==> src/sv/kms_pkg.sv <==
`timescale 1ns / 1ps
`default_nettype none
// ----------------------------------------------------------------------------
// kms_pkg
// Shared types, register map and key code table of the keypad matrix scanner.
// ----------------------------------------------------------------------------
package kms_pkg;

	localparam int unsigned NumRows   = 4;
	localparam int unsigned NumCols   = 4;
	localparam int unsigned CfgAddrW  = 3;
	localparam int unsigned CfgDataW  = 32;
	localparam int unsigned TickW     = 16;

	localparam logic [15:0] SettleReset = 16'd50;
	localparam logic [15:0] GapReset    = 16'd0;

	// register index, taken from the word address bit
	typedef enum logic {
		REG_SETTLE = 1'b0,
		REG_GAP    = 1'b1
	} reg_idx_t;

	// item kind carried on the input tuser
	typedef enum logic {
		OP_TICK = 1'b0,
		OP_READ = 1'b1
	} op_t;

	// configuration seen by the scanner
	typedef struct packed {
		logic [TickW-1:0] settle_ticks;
		logic [TickW-1:0] scan_gap_ticks;
	} cfg_t;

	// row-major key index to ASCII
	function automatic logic [7:0] key_ascii(input logic [3:0] idx);
		logic [7:0] ch;
		case (idx)
			4'd0:    ch = "1";
			4'd1:    ch = "2";
			4'd2:    ch = "3";
			4'd3:    ch = "A";
			4'd4:    ch = "4";
			4'd5:    ch = "5";
			4'd6:    ch = "6";
			4'd7:    ch = "B";
			4'd8:    ch = "7";
			4'd9:    ch = "8";
			4'd10:   ch = "9";
			4'd11:   ch = "C";
			4'd12:   ch = "*";
			4'd13:   ch = "0";
			4'd14:   ch = "#";
			default: ch = "D";
		endcase
		return ch;
	endfunction

endpackage : kms_pkg
`default_nettype wire

==> src/sv/kms_apb_regs.sv <==
`timescale 1ns / 1ps
`default_nettype none
// ----------------------------------------------------------------------------
// kms_apb_regs
// APB register file holding the settle and scan gap tick counts.
// ----------------------------------------------------------------------------
module kms_apb_regs (
	input  wire logic                          clk,
	input  wire logic                          arst_n,
	input  wire logic                          psel,
	input  wire logic                          penable,
	input  wire logic                          pwrite,
	input  wire logic [kms_pkg::CfgAddrW-1:0]  paddr,
	input  wire logic [kms_pkg::CfgDataW-1:0]  pwdata,
	output logic      [kms_pkg::CfgDataW-1:0]  prdata,
	output logic                               pready,
	output kms_pkg::cfg_t                      cfg
);
	import kms_pkg::*;

	logic [TickW-1:0] settle_q;
	logic [TickW-1:0] gap_q;
	logic             wr_en;
	reg_idx_t         sel;

	assign pready = 1'b1;
	assign sel    = reg_idx_t'(paddr[2]);
	assign wr_en  = psel && penable && pwrite && pready;

	// register writes
	always_ff @(posedge clk or negedge arst_n) begin
		if (!arst_n) begin
			settle_q <= SettleReset;
			gap_q    <= GapReset;
		end else if (wr_en) begin
			unique case (sel)
				REG_SETTLE: settle_q <= pwdata[TickW-1:0];
				REG_GAP:    gap_q    <= pwdata[TickW-1:0];
				default:    settle_q <= settle_q;
			endcase
		end
	end

	// read mux
	always_comb begin
		unique case (sel)
			REG_SETTLE: prdata = {{(CfgDataW-TickW){1'b0}}, settle_q};
			REG_GAP:    prdata = {{(CfgDataW-TickW){1'b0}}, gap_q};
			default:    prdata = '0;
		endcase
	end

	assign cfg.settle_ticks   = settle_q;
	assign cfg.scan_gap_ticks = gap_q;

endmodule : kms_apb_regs
`default_nettype wire

==> src/sv/keypad_matrix_scanner.sv <==
`timescale 1ns / 1ps
`default_nettype none
// An accepted item's result is registered into the output register in the next cycle.
// Throughput: one item per cycle; the scan state updates in the accepting cycle.
// The output register frees as its transaction completes, so input stalls only
// while a result waits and the downstream side holds tready low.
// Reset (arst_n low): snapshots and key buffer clear, row 0 in its settle phase,
// settle_ticks = 50, scan_gap_ticks = 0.
// ----------------------------------------------------------------------------
// keypad_matrix_scanner
// 4x4 key matrix scanner with stability check and a one-key buffer.
// ----------------------------------------------------------------------------
module keypad_matrix_scanner (
	input  wire logic                          clk,
	input  wire logic                          arst_n,
	// input stream
	input  wire logic                          s_axis_tvalid,
	output logic                               s_axis_tready,
	input  wire logic [7:0]                    s_axis_tdata,  // [3:0] column_levels
	input  wire logic [0:0]                    s_axis_tuser,  // [0] operation
	// output stream
	output logic                               m_axis_tvalid,
	input  wire logic                          m_axis_tready,
	output logic      [15:0]                   m_axis_tdata,  // [3:0] row_drive, [11:4] key_char
	output logic      [0:0]                    m_axis_tuser,  // [0] key_valid
	// configuration
	input  wire logic                          psel,
	input  wire logic                          penable,
	input  wire logic                          pwrite,
	input  wire logic [kms_pkg::CfgAddrW-1:0]  paddr,
	input  wire logic [kms_pkg::CfgDataW-1:0]  pwdata,
	output logic      [kms_pkg::CfgDataW-1:0]  prdata,
	output logic                               pready
);
	import kms_pkg::*;

	typedef enum logic {
		PH_SETTLE = 1'b0,
		PH_GAP    = 1'b1
	} phase_t;

	cfg_t cfg;

	kms_apb_regs u_regs (
		.clk     (clk),
		.arst_n  (arst_n),
		.psel    (psel),
		.penable (penable),
		.pwrite  (pwrite),
		.paddr   (paddr),
		.pwdata  (pwdata),
		.prdata  (prdata),
		.pready  (pready),
		.cfg     (cfg)
	);

	// scan state
	logic [NumCols-1:0] cur_q  [NumRows];
	logic [NumCols-1:0] prev_q [NumRows];
	logic [NumCols-1:0] stab_q [NumRows];
	logic               full_q;
	logic [3:0]         key_idx_q;
	logic [1:0]         row_q;
	phase_t             phase_q;
	logic [TickW-1:0]   wait_q;

	// next state
	logic [NumCols-1:0] cur_d  [NumRows];
	logic [NumCols-1:0] prev_d [NumRows];
	logic [NumCols-1:0] stab_d [NumRows];
	logic               full_d;
	logic [3:0]         key_idx_d;
	logic [1:0]         row_d;
	phase_t             phase_d;
	logic [TickW-1:0]   wait_d;

	// result
	logic [3:0]         row_drive;
	logic               key_valid;
	logic [7:0]         key_char;

	logic               accept;
	op_t                op;
	logic [NumCols-1:0] cols;
	logic [TickW:0]     gap_next;
	logic [NumCols-1:0] rising;

	assign s_axis_tready = !m_axis_tvalid || m_axis_tready;
	assign accept        = s_axis_tvalid && s_axis_tready;
	assign op            = op_t'(s_axis_tuser[0]);
	assign cols          = s_axis_tdata[3:0];
	assign gap_next      = {1'b0, wait_q} + {{TickW{1'b0}}, 1'b1};

	// row levels held during this item
	always_comb begin
		if (phase_q == PH_SETTLE) begin
			row_drive = ~(4'b0001 << row_q);
		end else begin
			row_drive = 4'hF;
		end
	end

	// item processing: tick advances the scan, read drains the buffer
	always_comb begin
		cur_d     = cur_q;
		prev_d    = prev_q;
		stab_d    = stab_q;
		full_d    = full_q;
		key_idx_d = key_idx_q;
		row_d     = row_q;
		phase_d   = phase_q;
		wait_d    = wait_q;
		key_valid = 1'b0;
		key_char  = 8'd0;
		rising    = '0;
		if (op == OP_READ) begin
			if (full_q) begin
				key_valid = 1'b1;
				key_char  = key_ascii(key_idx_q);
			end
			full_d = 1'b0;
		end else if (phase_q == PH_SETTLE) begin
			if (wait_q < cfg.settle_ticks) begin
				wait_d = wait_q + 1'b1;
			end else begin
				wait_d        = '0;
				cur_d[row_q]  = ~cols;
				if (row_q != 2'd3) begin
					row_d = row_q + 1'b1;
				end else begin
					// end of scan: compare each row with the previous scan
					for (int r = 0; r < NumRows; r++) begin
						if (cur_d[r] == prev_q[r]) begin
							rising    = cur_d[r] & ~stab_q[r];
							stab_d[r] = cur_d[r];
							for (int c = 0; c < NumCols; c++) begin
								if (rising[c] && !full_d) begin
									key_idx_d = 4'(r * NumCols + c);
									full_d    = 1'b1;
								end
							end
						end
						prev_d[r] = cur_d[r];
					end
					row_d   = 2'd0;
					phase_d = (cfg.scan_gap_ticks == '0) ? PH_SETTLE : PH_GAP;
				end
			end
		end else begin
			if (gap_next >= {1'b0, cfg.scan_gap_ticks}) begin
				wait_d  = '0;
				row_d   = 2'd0;
				phase_d = PH_SETTLE;
			end else begin
				wait_d = gap_next[TickW-1:0];
			end
		end
	end

	// state registers
	always_ff @(posedge clk or negedge arst_n) begin
		if (!arst_n) begin
			for (int r = 0; r < NumRows; r++) begin
				cur_q[r]  <= '0;
				prev_q[r] <= '0;
				stab_q[r] <= '0;
			end
			full_q    <= 1'b0;
			key_idx_q <= '0;
			row_q     <= '0;
			phase_q   <= PH_SETTLE;
			wait_q    <= '0;
		end else if (accept) begin
			cur_q     <= cur_d;
			prev_q    <= prev_d;
			stab_q    <= stab_d;
			full_q    <= full_d;
			key_idx_q <= key_idx_d;
			row_q     <= row_d;
			phase_q   <= phase_d;
			wait_q    <= wait_d;
		end
	end

	// output register
	always_ff @(posedge clk or negedge arst_n) begin
		if (!arst_n) begin
			m_axis_tvalid <= 1'b0;
		end else if (s_axis_tready) begin
			m_axis_tvalid <= s_axis_tvalid;
		end
	end

	always_ff @(posedge clk) begin
		if (accept) begin
			m_axis_tdata <= {4'd0, key_char, row_drive};
			m_axis_tuser <= key_valid;
		end
	end

endmodule : keypad_matrix_scanner
`default_nettype wire
==> config.mk <==
export PLATFORM = sky130hd
export DESIGN_NAME = keypad_matrix_scanner
export DESIGN_NICKNAME = d
export VERILOG_FILES = /design/src/sv/kms_pkg.sv /design/src/sv/kms_apb_regs.sv /design/src/sv/keypad_matrix_scanner.sv
export SDC_FILE = /design/constraint.sdc
export NUM_CORES = 1
export LEC_CHECK = 0
export ABC_AREA = 1
export BUFFER_PORTS_ARGS = -buffer_cell sky130_fd_sc_hd__buf_2
export CORE_MARGIN = 3
export CORE_UTILIZATION = 55
export DETAILED_ROUTE_END_ITERATION = 10
export GPL_TIMING_DRIVEN = 0
export PLACE_DENSITY = 0.82
export SETUP_SLACK_MARGIN = 0.02
export SYNTH_ARGS = -nofsm -noshare
export SYNTH_HDL_FRONTEND = slang
export SYNTH_SLANG_ARGS = --single-unit
==> constraint.sdc <==
create_clock -name clk -period 8.55 [get_ports clk]
set_input_delay 1.2825 -clock clk [delete_from_list [all_inputs] [get_ports clk]]
set_output_delay 1.2825 -clock clk [all_outputs]
set_load 0.01 [all_outputs]
==> reports/qor.txt <==
Initial antenna violation count: 0
Nature of the critical path endpoint: register
Input/output buffers: 58
CTS resizes: 0
WHS Path Cells: 2
Adder-Cell Fraction of Synth Area: 0.0722
Compound-Gate Fraction of Synth Area: 0.136
RSZ-0062 raised after global routing: no
Synth unique cells: 45
Hold path start: cur_q[3]
Total clock sinks: 117
Worst Hold Endpoint: cur_q[3]
Worst path required time: 8.89 ns
DIE WIDTH: 120 µm
Status: finished, final reports clean
IO Pins: 103
Pwr Total: 2.79 mW
Simple-Gate Fraction of Synth Area: 0.230
DP Cell Count: 1169
Pwr per Cell Area: 335 nW/µm²
Via count: 6390
RR Endpoint: wait_q[7]
CP startpoint kind: register
Slew headroom: 0.554
Most frequent cells in the layout: 232 x nand2_1, 140 x inv_1, 134 x o21ai_0
Post-DP HPWL: 12400 µm
Worst reg2reg startpoint: wait_q[1]
Clock Pin Slew Worst Setup and Hold Paths: 0.06 ns
Xor and xnor fraction of the mapped netlist area: 0.0259
Leak: 4.23 nW
Initial core utilization: 0.577
Synth Cell Area: 7110 µm²
Antenna Nets Post-Route: 0
Reg-to-reg slack, setup: 4.54 ns
Reg2reg path depth: 21
Flops & latches, synth: 117
Largest net degree at the start of global routing: 65
Chip Height: 120 µm
Max_cap viols: 0
WL final: 16900 µm
Share of cells above drive strength 1: 0.141
Max-slew violations: 0
Layout Nets: 1112
Site row count: 40
Period utilization: 0.469
Final hold vios: 0
Post-synth EDFFs: 12
Total number of yosys warnings: 0
Worst min path class: register to register
Gr ovfl total: 0
Clk_lat worst skew: 0.43 ns
CTS H-tree lvls: 4
First-pass GRT wire length: 27900 µm
Sequential area share after synthesis: 0.421
Fin area: 8330 µm²
Via/cell ratio: 5.32
Die area: 14300 µm²
Placer Congestion: 0.953
CTS root buf: clkbuf_16
Crit-path max FO: 10
DRC viols: 0
F_max: 249 MHz
Global Route Usage Sum: 0.244
Final instance count without filler cells: 1201
Sw Pwr: 1.19 mW
CP Data Arrival Time: 4.35 ns
WL/cell: 14.1 µm
Final hold slack: 0.477 ns
Syn_area_per_cell: 7.71 µm²
Post-CTS setup buffer count: 0
Largest family of logic cells by synthesized area: simple AND/OR/NAND/NOR gates
CTS tree: done
# diodes: 0
Net Sw Frac: 0.427
Initial DRC count: 533
Int Power: 1.60 mW
Leading cell type in the layout, fill and taps excluded: nand2_1
Vias in the first global route: 5798
Sequential Power Share: 0.295
Slew @ Worst Pin: 0.665 ns
Largest buffer count on any clock path: 2
Asr flop ratio synth: 0.897
Hold buffer count at cts: 0
Setup Skew: 0.0135 ns
Synth Instances: 922
Worst setup path class: register to register
Core box area: 12300 µm²
Combinational share of power: 0.445
Placed cell area: 7710 µm²
Setup violators final: 0
Setup TNS: 0 ns
Post-synthesis mux area share: 0
TritonRoute pass-1 iters: 5
TritonCTS Buffers: 17
Leading register cell type out of synthesis: dfrtp_1
Clock Power Share: 0.260
Minimum clock period: 4.01 ns
Peak VDD IR: 180 µV
Area delta synth->final: 17.1%
==> synth_stat cells (all sizes together), types with 2 or more instances <==
| library cell | number | area (µm²) |
|---|---|---|
| nand3 | 51 | 275 |
| a21oi | 25 | 125 |
| dfstp | 3 | 78.8 |
| o211ai | 2 | 15.0 |
| buf | 29 | 210 |
| o21ai | 141 | 721 |
| conb | 2 | 7.51 |
| dfrtp | 102 | 2550 |
| clkbuf | 17 | 63.8 |
| ha | 41 | 513 |
| nor3 | 12 | 60.1 |
| o221ai | 4 | 35.0 |
| xnor2 | 3 | 26.3 |
| xor2 | 18 | 158 |
| inv | 142 | 538 |
| nand2 | 241 | 947 |
| nor2 | 51 | 211 |
| o21bai | 2 | 26.3 |
| nand4 | 10 | 83.8 |
| o22ai | 2 | 12.5 |
| nor4 | 6 | 43.8 |
| edfxtp | 12 | 360 |
==> power groups by stage <==
stage	sequential (mW)	clock (mW)	combinational, mW
2_1_floorplan	0.797	0	0.945
3_3_place_gp	0.822	0	1.17
3_5_place_dp	0.827	0	1.21
4_1_cts	0.820	0.728	1.23
5_1_grt	0.840	0.754	1.41
6_report	0.824	0.724	1.24
==> cells by family (layout without fill, tap and decap cells) <==
family | Yosys count | in the layout
adder cells (fa/ha/maj) | 41 | 41
AND/OR/NAND/NOR | 373 | 373
XOR/XNOR | 21 | 21
other | 2 | 22
buffers and inverters | 188 | 279
AO/OA/AOI/OAI | 180 | 180
flip-flops | 117 | 117
==> cell type report <==
| class | instances | area [µm²] |
|---|---|---|
| Multi-Input combinational cell | 637 | 3380 |
| Sequential cell | 117 | 2990 |
| Buffer | 46 | 274 |
| Clock buffer | 19 | 464 |
| Inverter | 142 | 538 |
| Tap cell | 168 | 210 |
| Fill cell | 1027 | 3990 |
| Clock inverter | 13 | 146 |
| Timing Repair Buffer | 59 | 320 |
==> per-layer routing <==
layer	global-route usage	vias to the layer above	share of wire
met3	0.0570	40	0.080
met1	0.348	2964	0.45
met5	0	-	0
met4	0.0852	0	0.024
li1	-	3134	-
met2	0.368	252	0.45
==> stage by stage <==
step                worst slack [ns]   util
floorplan                       5.42      -
global placement                4.89  0.624
detailed placement              4.71  0.627
CTS                             4.60  0.676
global route                    4.17  0.676
finish                          4.54  0.676
==> worst max-delay path, cell delays in order (launching register included) <==
cell and delay (ns):
dfrtp_1 0.39, ha_1 0.21, nand3_1 0.12, nor3_1 0.16, inv_1 0.08, nor2_1 0.09, inv_1 0.07, nor2_1 0.25
nand3_1 0.18, nor3_1 0.26, xor2_1 0.29, ha_1 0.30, nand2_1 0.09, nor3_1 0.06, nand4_1 0.07, o21ai_0 0.08
nor3_1 0.17, nand2_1 0.10, o21ai_1 0.37, buf_2 0.36, nand3_1 0.12, o21ai_0 0.11
==> flip-flops by register name (all words and copies together), names as in the netlist <==
name,count
prev_q,16
m_axis_tuser,1
key_idx_q,4
full_q,1
stab_q,16
m_axis_tdata,11
cur_q,16
u_regs.settle_q,16
row_q,2
m_axis_tvalid,1
phase_q,1
u_regs.gap_q,16
wait_q,16
==> worst max path at each step <==
stage / startpoint / endpoint
5_1_grt: wait_q[1] / wait_q[7]
3_5_place_dp: wait_q[1] / wait_q[7]
3_3_place_gp: wait_q[1] / wait_q[8]
2_1_floorplan: wait_q[0] / wait_q[5]
6_report: wait_q[1] / wait_q[7]
4_1_cts: wait_q[1] / wait_q[7]
Note: power is estimated with default switching activity, not from simulation.
